===== config.mk =====
export PLATFORM = sky130hd
export DESIGN_NAME = pixel_readout_word_decoder
export DESIGN_NICKNAME = d
export VERILOG_FILES = /design/src/sv/prwd_pkg.sv /design/src/sv/pixel_readout_word_decoder.sv /design/src/sv/prwd_core.sv
export SDC_FILE = /design/constraint.sdc
export NUM_CORES = 1
export LEC_CHECK = 0
export ABC_AREA = 1
export BUFFER_PORTS_ARGS = -buffer_cell sky130_fd_sc_hd__buf_2
export CORE_UTILIZATION = 30
export DETAILED_ROUTE_END_ITERATION = 16
export PLACE_DENSITY = 0.6
export SKIP_LAST_GASP = 1
export SYNTH_ARGS = -nofsm -noshare
export SYNTH_HDL_FRONTEND = slang
export SYNTH_SLANG_ARGS = --single-unit

===== constraint.sdc =====
create_clock -name clock -period 3.5 [get_ports clock]
set_clock_uncertainty 0.2 [all_clocks]
set_input_delay 0 -clock clock [delete_from_list [all_inputs] [get_ports clock]]
set_output_delay 0 -clock clock [all_outputs]
set_load 0.01 [all_outputs]

===== src/sv/prwd_pkg.sv =====
// ----------------------------------------------------------------------------
// prwd_pkg
// Types, codes and the module mapping table of the pixel readout word decoder.
// ----------------------------------------------------------------------------
package prwd_pkg;

   // item kinds on the request channel
   localparam logic [1:0] KIND_PAYLOAD = 2'd0;
   localparam logic [1:0] KIND_START   = 2'd1;
   localparam logic [1:0] KIND_END     = 2'd2;

   // word types, bits 15:14 of a payload word
   localparam logic [1:0] WTYPE_TRAILER = 2'b00;
   localparam logic [1:0] WTYPE_HEADER  = 2'b01;
   localparam logic [1:0] WTYPE_HIT     = 2'b10;
   localparam logic [1:0] WTYPE_FILL    = 2'b11;

   // error flag bits
   localparam logic [11:0] ERR_HDR_MISS   = 12'h001;
   localparam logic [11:0] ERR_TRL_MISS   = 12'h002;
   localparam logic [11:0] ERR_ORPHAN_TRL = 12'h004;
   localparam logic [11:0] ERR_HDR_CNT    = 12'h008;
   localparam logic [11:0] ERR_TRL_CNT    = 12'h010;
   localparam logic [11:0] ERR_FILL_UNEXP = 12'h020;
   localparam logic [11:0] ERR_FILL_MISS  = 12'h040;
   localparam logic [11:0] ERR_HITS       = 12'h080;
   localparam logic [11:0] ERR_EVT        = 12'h100;
   localparam logic [11:0] ERR_EQ         = 12'h200;
   localparam logic [11:0] ERR_HS         = 12'h400;
   localparam logic [11:0] ERR_CHIP       = 12'h800;

   localparam logic [4:0]  EqMax        = 5'd19;
   localparam logic [4:0]  EqRowSplit   = 5'd10;
   localparam logic [3:0]  ChipMax      = 4'd9;
   localparam logic [3:0]  ChipsPerHalf = 4'd5;
   localparam logic [2:0]  StaveMax     = 3'd5;
   localparam logic [7:0]  HeaderSat    = 8'hFF;
   localparam logic [12:0] HitSat       = 13'h1FFF;
   localparam logic [7:0]  OuterBase    = 8'd80;

   localparam logic [3:0] InnerOff [4] = '{4'd0, 4'd1, 4'd4, 4'd5};
   localparam logic [3:0] OuterOff [8] = '{4'd0, 4'd1, 4'd4, 4'd5,
                                          4'd8, 4'd9, 4'd12, 4'd13};

   typedef struct packed {
      logic [1:0]  kind;
      logic [15:0] word;
      logic [4:0]  equipment;
      logic [5:0]  absent_mask;
      logic        new_event;
   } item_type;

   typedef struct packed {
      logic        hit_valid;
      logic [7:0]  module_res;
      logic [7:0]  column;
      logic [7:0]  pixel_row;
      logic [11:0] error_flags;
   } result_type;

   // offline module of equipment eq (0..19) and chip slot (0..11)
   function automatic logic [7:0] module_of(logic [4:0] eq, logic [3:0] slot);
      logic [3:0] r;
      logic [7:0] o;
      logic [7:0] m;
      if (eq >= EqRowSplit) begin
         r = 4'(eq - EqRowSplit);
         o = 8'd2;
      end else begin
         r = eq[3:0];
         o = 8'd0;
      end
      if (slot < 4'd4) begin
         m = {1'b0, r, 3'b000} + o + {4'b0000, InnerOff[slot[1:0]]};
      end else begin
         m = OuterBase + {r, 4'b0000} + o + {4'b0000, OuterOff[3'(slot - 4'd4)]};
      end
      return m;
   endfunction

endpackage


===== src/sv/pixel_readout_word_decoder.sv =====
// ----------------------------------------------------------------------------
// pixel_readout_word_decoder
// Input register, decode core and result register for the readout stream.
// ----------------------------------------------------------------------------
// Path: an accepted word is loaded into the input register, and from there into
// the result register once that register is empty or being drained.
// Throughput: one word per cycle while rsp_stall is low; the decode core
// updates its state in the same cycle the item moves into the result register.
// Reset: synchronous; clears both valid bits and all framing state.
// ----------------------------------------------------------------------------
module pixel_readout_word_decoder (
   input  logic        clock,
   input  logic        reset,
   input  logic        req_valid,
   output logic        req_stall,
   input  logic [1:0]  req_kind,
   input  logic [15:0] req_word,
   input  logic [4:0]  req_equipment,
   input  logic [5:0]  req_absent_mask,
   input  logic        req_new_event,
   output logic        rsp_valid,
   input  logic        rsp_stall,
   output logic        rsp_hit_valid,
   output logic [7:0]  rsp_module_res,
   output logic [7:0]  rsp_column,
   output logic [7:0]  rsp_pixel_row,
   output logic [11:0] rsp_error_flags
);
   import prwd_pkg::*;

   logic       s1_valid_ff, s1_valid_in;
   item_type   item_ff;
   logic       rsp_valid_ff, rsp_valid_in;
   result_type result_ff;
   result_type core_result;
   logic       advance;
   logic       req_accept;

   // stage 1 moves on when the result register is empty or being drained
   assign advance    = !rsp_valid_ff || !rsp_stall;
   assign req_stall  = s1_valid_ff && !advance;
   assign req_accept = req_valid && !req_stall;

   assign s1_valid_in  = req_accept || (s1_valid_ff && !advance);
   assign rsp_valid_in = (s1_valid_ff && advance) || (rsp_valid_ff && rsp_stall);

   prwd_core u_core (
      .clock  (clock),
      .reset  (reset),
      .fire   (s1_valid_ff && advance),
      .item   (item_ff),
      .result (core_result)
   );

   // valid bits
   always_ff @(posedge clock) begin
      if (reset) begin
         s1_valid_ff  <= 1'b0;
         rsp_valid_ff <= 1'b0;
      end else begin
         s1_valid_ff  <= s1_valid_in;
         rsp_valid_ff <= rsp_valid_in;
      end
   end

   // payload registers
   always_ff @(posedge clock) begin
      if (req_accept) begin
         item_ff.kind        <= req_kind;
         item_ff.word        <= req_word;
         item_ff.equipment   <= req_equipment;
         item_ff.absent_mask <= req_absent_mask;
         item_ff.new_event   <= req_new_event;
      end
      if (s1_valid_ff && advance) result_ff <= core_result;
   end

   assign rsp_valid       = rsp_valid_ff;
   assign rsp_hit_valid   = result_ff.hit_valid;
   assign rsp_module_res  = result_ff.module_res;
   assign rsp_column      = result_ff.column;
   assign rsp_pixel_row   = result_ff.pixel_row;
   assign rsp_error_flags = result_ff.error_flags;

   // a hit beat can carry only the missing-header flag
   a_hit_errors: assert property (@(posedge clock) disable iff (reset)
      rsp_valid && rsp_hit_valid |-> rsp_error_flags[11:1] == 11'd0)
      else $error("hit beat carries a non-hit error flag");

   // mapped module stays inside the table
   a_module_range: assert property (@(posedge clock) disable iff (reset)
      rsp_valid && rsp_hit_valid |-> rsp_module_res <= 8'd239)
      else $error("module number out of range");

   // non-hit beats carry zero coordinates
   a_nonhit_zero: assert property (@(posedge clock) disable iff (reset)
      rsp_valid && !rsp_hit_valid |->
         rsp_module_res == 8'd0 && rsp_column == 8'd0 && rsp_pixel_row == 8'd0)
      else $error("non-hit beat with coordinates");

   // request side stalls only with a word waiting behind a stalled result
   a_stall_cause: assert property (@(posedge clock) disable iff (reset)
      req_stall |-> s1_valid_ff && rsp_valid_ff && rsp_stall)
      else $error("request stalled without a blocked result");

endmodule


===== src/sv/prwd_core.sv =====
// ----------------------------------------------------------------------------
// prwd_core
// Stream framing state and single-pass decode of one registered item.
// ----------------------------------------------------------------------------
module prwd_core (
   input  logic                 clock,
   input  logic                 reset,
   input  logic                 fire,
   input  prwd_pkg::item_type   item,
   output prwd_pkg::result_type result
);
   import prwd_pkg::*;

   logic [6:0]  event_ref_ff,   event_ref_in;
   logic        ref_valid_ff,   ref_valid_in;
   logic        inside_ff,      inside_in;
   logic [12:0] hits_ff,        hits_in;
   logic [3:0]  chip_ff,        chip_in;
   logic [2:0]  stave_ff,       stave_in;
   logic [4:0]  eq_ff,          eq_in;
   logic [5:0]  absent_ff,      absent_in;
   logic [5:0]  expected_ff,    expected_in;
   logic [7:0]  headers_ff,     headers_in;
   logic [7:0]  trailers_ff,    trailers_in;
   logic        phase_ff,       phase_in;
   logic        fill_ff,        fill_in;
   logic        open_ff,        open_in;

   logic [11:0] count_err;
   logic [2:0]  present_cnt;
   logic [5:0]  expected_new;
   logic [1:0]  wtype;
   logic [6:0]  hdr_ec;
   logic [3:0]  hdr_chip;
   logic [2:0]  hdr_hs;
   logic [7:0]  absent_ext;
   logic        chip_hi;
   logic [2:0]  chip_mod5;
   logic [3:0]  slot;

   // per-equipment header and trailer count check
   always_comb begin
      count_err = '0;
      if (headers_ff  != {2'b00, expected_ff}) count_err = count_err | ERR_HDR_CNT;
      if (trailers_ff != {2'b00, expected_ff}) count_err = count_err | ERR_TRL_CNT;
   end

   // ten chips per present half stave
   always_comb begin
      present_cnt = '0;
      for (int h = 0; h < 6; h++) begin
         present_cnt = present_cnt + {2'b00, ~item.absent_mask[h]};
      end
      expected_new = {present_cnt, 3'b000} - {2'b00, present_cnt, 1'b0}
                     + {1'b0, present_cnt, 2'b00};
   end

   // field extraction and hit mapping
   assign wtype      = item.word[15:14];
   assign hdr_ec     = item.word[10:4];
   assign hdr_chip   = item.word[3:0];
   assign hdr_hs     = item.word[13:11];
   assign absent_ext = {2'b00, absent_ff};
   assign chip_hi    = (chip_ff >= ChipsPerHalf);
   assign chip_mod5  = chip_hi ? 3'(chip_ff - ChipsPerHalf) : chip_ff[2:0];
   assign slot       = {stave_ff, 1'b0} + {3'b000, chip_hi};

   // next state and result
   always_comb begin
      event_ref_in = event_ref_ff;
      ref_valid_in = ref_valid_ff;
      inside_in    = inside_ff;
      hits_in      = hits_ff;
      chip_in      = chip_ff;
      stave_in     = stave_ff;
      eq_in        = eq_ff;
      absent_in    = absent_ff;
      expected_in  = expected_ff;
      headers_in   = headers_ff;
      trailers_in  = trailers_ff;
      phase_in     = phase_ff;
      fill_in      = fill_ff;
      open_in      = open_ff;
      result       = '0;
      case (item.kind)
         KIND_START: begin
            if (open_ff && !item.new_event) result.error_flags = count_err;
            if (item.new_event) ref_valid_in = 1'b0;
            if (item.equipment > EqMax) begin
               result.error_flags = result.error_flags | ERR_EQ;
               eq_in = EqMax;
            end else begin
               eq_in = item.equipment;
            end
            absent_in   = item.absent_mask;
            expected_in = expected_new;
            headers_in  = '0;
            trailers_in = '0;
            phase_in    = 1'b0;
            fill_in     = 1'b0;
            inside_in   = 1'b0;
            open_in     = 1'b1;
         end
         KIND_END: begin
            if (open_ff) result.error_flags = count_err;
            open_in = 1'b0;
         end
         KIND_PAYLOAD: begin
            phase_in = ~phase_ff;
            case (wtype)
               WTYPE_HEADER: begin
                  if (inside_ff) result.error_flags = result.error_flags | ERR_TRL_MISS;
                  inside_in = 1'b1;
                  if (headers_ff != HeaderSat) headers_in = headers_ff + 8'd1;
                  hits_in = '0;
                  if (!ref_valid_ff) begin
                     event_ref_in = hdr_ec;
                     ref_valid_in = 1'b1;
                  end else if (hdr_ec != event_ref_ff) begin
                     result.error_flags = result.error_flags | ERR_EVT;
                     event_ref_in = hdr_ec;
                  end
                  if (hdr_chip > ChipMax) begin
                     result.error_flags = result.error_flags | ERR_CHIP;
                     chip_in = '0;
                  end else begin
                     chip_in = hdr_chip;
                  end
                  if (hdr_hs > StaveMax || absent_ext[hdr_hs]) begin
                     result.error_flags = result.error_flags | ERR_HS;
                     stave_in = '0;
                  end else begin
                     stave_in = hdr_hs;
                  end
               end
               WTYPE_TRAILER: begin
                  if (phase_in ^ fill_ff) begin
                     result.error_flags = result.error_flags | ERR_FILL_MISS;
                     fill_in = ~fill_ff;
                  end
                  if (!inside_ff) result.error_flags = result.error_flags | ERR_ORPHAN_TRL;
                  inside_in = 1'b0;
                  if (trailers_ff != HeaderSat) trailers_in = trailers_ff + 8'd1;
                  if (item.word[12:0] != hits_ff) begin
                     result.error_flags = result.error_flags | ERR_HITS;
                  end
               end
               WTYPE_HIT: begin
                  if (!inside_ff) begin
                     result.error_flags = result.error_flags | ERR_HDR_MISS;
                     inside_in = 1'b1;
                  end
                  if (hits_ff != HitSat) hits_in = hits_ff + 13'd1;
                  result.hit_valid  = 1'b1;
                  result.module_res = module_of(eq_ff, slot);
                  result.column     = {chip_mod5, item.word[4:0]};
                  result.pixel_row  = item.word[12:5];
               end
               default: begin
                  // fill word
                  if (!(phase_in ^ fill_ff)) begin
                     result.error_flags = result.error_flags | ERR_FILL_UNEXP;
                     fill_in = ~fill_ff;
                  end
               end
            endcase
         end
         default: begin
         end
      endcase
   end

   // state registers
   always_ff @(posedge clock) begin
      if (reset) begin
         event_ref_ff <= '0;
         ref_valid_ff <= 1'b0;
         inside_ff    <= 1'b0;
         hits_ff      <= '0;
         chip_ff      <= '0;
         stave_ff     <= '0;
         eq_ff        <= EqMax;
         absent_ff    <= '0;
         expected_ff  <= '0;
         headers_ff   <= '0;
         trailers_ff  <= '0;
         phase_ff     <= 1'b0;
         fill_ff      <= 1'b0;
         open_ff      <= 1'b0;
      end else if (fire) begin
         event_ref_ff <= event_ref_in;
         ref_valid_ff <= ref_valid_in;
         inside_ff    <= inside_in;
         hits_ff      <= hits_in;
         chip_ff      <= chip_in;
         stave_ff     <= stave_in;
         eq_ff        <= eq_in;
         absent_ff    <= absent_in;
         expected_ff  <= expected_in;
         headers_ff   <= headers_in;
         trailers_ff  <= trailers_in;
         phase_ff     <= phase_in;
         fill_ff      <= fill_in;
         open_ff      <= open_in;
      end
   end

endmodule

==> key figures <==
Global routing
  – Largest net degree at the start of global routing: 32
  – Initial antenna violation count: 0
  – Gr usage total: 14.71%
  – Global-route wire length before repair: 25,410 um
  – Overflow after GRT: 0
  – Vias in the first global route: 5,114

Timing
  – Final hold violation count: 0
  – Slew at the pin closest to its max-slew limit: 872.3 ps
  – Fin crit share: 103.0%
  – Rel. slew slack: 41.78%
  – RSZ-0062 raised after global routing: true
  – Final Max Slew Viols: 0
  – Setup violations, final: 2
  – Hold WS: 88.48 ps
  – Fmax: 0.2774 GHz
  – Crit path time final: 3604 ps
  – Setup ws final: -104.4 ps

Worst setup path
  – Crit-path max FO: 2
  – Max incr delay on CP: 520 ps
  – Slowest cell on crit path: fa_1
  – Crit path arrival time: 3720 ps
  – Data required time at the worst endpoint: 3610 ps
  – Crit path top cell by count: inv_2
  – CP Capture Type: register
  – Worst setup SP type: register
  – Critical path, cell by cell: inv_2 > ha_4 > fa_1 > fa_2 > inv_2 > fa_2 > fa_1 > inv_2 > ha_4 > a21o_1 > a21oi_2 > nor2_1 > o21ai_1 > inv_1
  – Setup CP Type: register to register

Floorplanning
  – Initial Utilization: 30.49%
  – Die H: 150.7 um
  – I/O pin count: 73
  – DIE WIDTH: 150.7 um
  – Die ar.: 22,710 um^2
  – # rows: 54
  – Core area: 21,760 um^2

Place
  – IO Port Bufs: 72
  – Detail Placement HPWL: 10,990 um
  – Worst slack, placed: -194.0 ps
  – GP Congestion: 0.8612

Clock network
  – Clock-pin slew on the worst setup and hold paths: 60 ps
  – Htree depth: 4
  – CTS tree: built
  – CTS max path bufs: 2
  – Clk sinks: 133
  – Clock root cell: clkbuf_16
  – Num CTS Buffers: 17
  – Worst-Skew Late Latency: 420 ps

Final layout
  – Commonest non-fill, non-tap cells in the layout: nand2_1 (162), inv_1 (122), nor2_1 (76)
  – FILL cells: 2,205
  – Layout cells sized above 1: 15.81%
  – Commonest non-fill, non-tap cell in the layout: nand2_1
  – Final core area utilization: 38.07%
  – Diodes inserted: 0
  – Layout Nets: 979
  – Layout area overhead: 24.86%

Synth
  – Main area contributors after synthesis: edfxtp_1 (30%), dfxtp_1 (20%), nand2_1 (9.2%)
  – Synthesized instance count: 792
  – Post-synth top area cell: edfxtp_1
  – Netlist Area Pre-Place: 6634 um^2
  – Syn_nets: 854
  – Seq/Total Area, Yosys: 50.25%
  – Post-synth top flop: edfxtp_1
  – Synth warn: 0
  – Unique masters post-synth: 36
  – Async set-reset flop share out of synthesis: 0%
  – Post-Syn Area per Cell: 8.376 um^2
  – Yosys top cell area share: 30.33%
  – Post-synthesis register bit count: 133
  – Post-synth EDFFs: 67

Drt
  – Initial DRC count: 293
  – WL final: 15,660 um
  – Routed Antenna Nets: 0
  – WL/cell: 12.94 um
  – Vias: 5,441
  – DR vias/cell: 4.497
  – Pre-antenna DRT Iters: 5
  – Drt drc: 0

Power and ir drop
  – Peak supply drop: 0.2321 mV
  – Leakage: 3.550 nW
  – PD cells: 457.1 nW/um^2

Hold path
  – Hold Crit Class: primary input to register

Job
  – MaxCap Viol Count: 0

Run status
  – Failing checks: negative setup slack
  – Status: complete, but fails checks
[final cells by class]
cell class | instances | area, um^2 | share of cell area [%]
Sequential cell | 133 | 3333 | 40.24
Multi-Input combinational cell | 510 | 2763 | 33.35
Timing Repair Buffer | 125 | 845.8 | 10.21
Inverter | 130 | 488.0 | 5.891
Clock buffer | 27 | 473.0 | 5.710
Tap cell | 280 | 350.3 | 4.230
Clock inverter | 5 | 30.03 | 0.3625
[sequential cells by signal, summed over array words and instances (netlist names), 4 cells and up]
name                 flops
item_ff                 30
rsp_column               8
rsp_error_flags         12
rsp_module_res           8
rsp_pixel_row            8
u_core.absent_ff         6
u_core.chip_ff           4
u_core.eq_ff             5
u_core.event_ref_ff      7
u_core.expected_ff       5
u_core.headers_ff        8
u_core.hits_ff          13
u_core.trailers_ff       8
[worst max-delay path: cells and delay by family (launching register included)]
family / cells / cell delay (ps)
flops: 1 / 380
compound gates: 3 / 430
simple gates: 1 / 50
buf+inv: 4 / 250
fa+ha+maj: 6 / 2180
[synthesized netlist by cell type (2+ instances only)]
cell type    n
edfxtp_1    67
buf_2       10
nor3_2       2
nand3_4      2
nor3_1      10
nand3_1     58
xnor2_1      8
nor4_1       3
o21ai_0     42
inv_1      126
buf_6        2
nor2_1      76
or2_2        4
a211oi_1     6
a21oi_1     66
inv_2        4
fa_1         5
dfxtp_1     66
nand2_2      4
nand2_1    162
clkbuf_1     6
ha_1        23
xor2_1      13
nor2_4       2
nand4_1     10
o211ai_1     3
nor2_2       3
[repair_timing]
action | in CTS | in global routing
setup buffers | 4 | 0
resized for setup | 6 | 0
hold buffers | 35 | 0
endpoints found under the hold margin | 49 | 0
pin swaps | 10 | 5
setup endpoints to repair | 2 | 2
[where the power goes]
| group | total [mW] | internal [mW] | switching, mW |
|---|---|---|---|
| registers | 1.73 | 1.70 | 0.0370 |
| clock network | 1.54 | 0.919 | 0.618 |
| logic | 0.516 | 0.234 | 0.282 |
[metal layers]
| layer | global-route usage (%) | vias to the layer above | wire [um] |
|---|---|---|---|
| met5 | 0 | - | 0 |
| met2 | 24.56 | 125 | 7379 |
| met3 | 3.697 | 15 | 749 |
| met1 | 18.38 | 2477 | 7341 |
| met4 | 5.100 | 0 | 184 |
| li1 | - | 2824 | - |
[stage by stage]
stage / cell area (um^2) / total power [mW] / cells / setup TNS (ps)
2_1_floorplan: 6643 / 2.039 / 792 / -88.90
3_3_place_gp: 7360 / 2.171 / 1139 / -190.2
3_5_place_dp: 7360 / 2.183 / 1139 / -334.7
4_1_cts: 8283 / 3.833 / 1210 / -369.3
5_1_grt: 8283 / 3.970 / 1210 / -426.6
6_report: 8283 / 3.786 / 1210 / -204.0
[final timing paths]
path,from,cells past startpoint,slack [ps],end
worst max register to register,item_ff[1],14,-100,u_core.expected_ff[5]
worst min-delay path,req_word[11],2,90,item_ff[23]
worst max-delay path,item_ff[1],14,-100,u_core.expected_ff[5]
worst min register to register,u_core.phase_ff,1,280,u_core.phase_ff
[logic make-up (layout without fill, tap and decap cells)]
family	after synthesis	after routing	synth area share, %
compound gates	123	123	9.978
xor+xnor	21	21	2.773
simple gates	338	338	22.31
fa+ha+maj	28	28	5.847
buf+inv	149	287	8.846
flops	133	133	50.25
No activity file was read; power rests on OpenSTA's default activity.
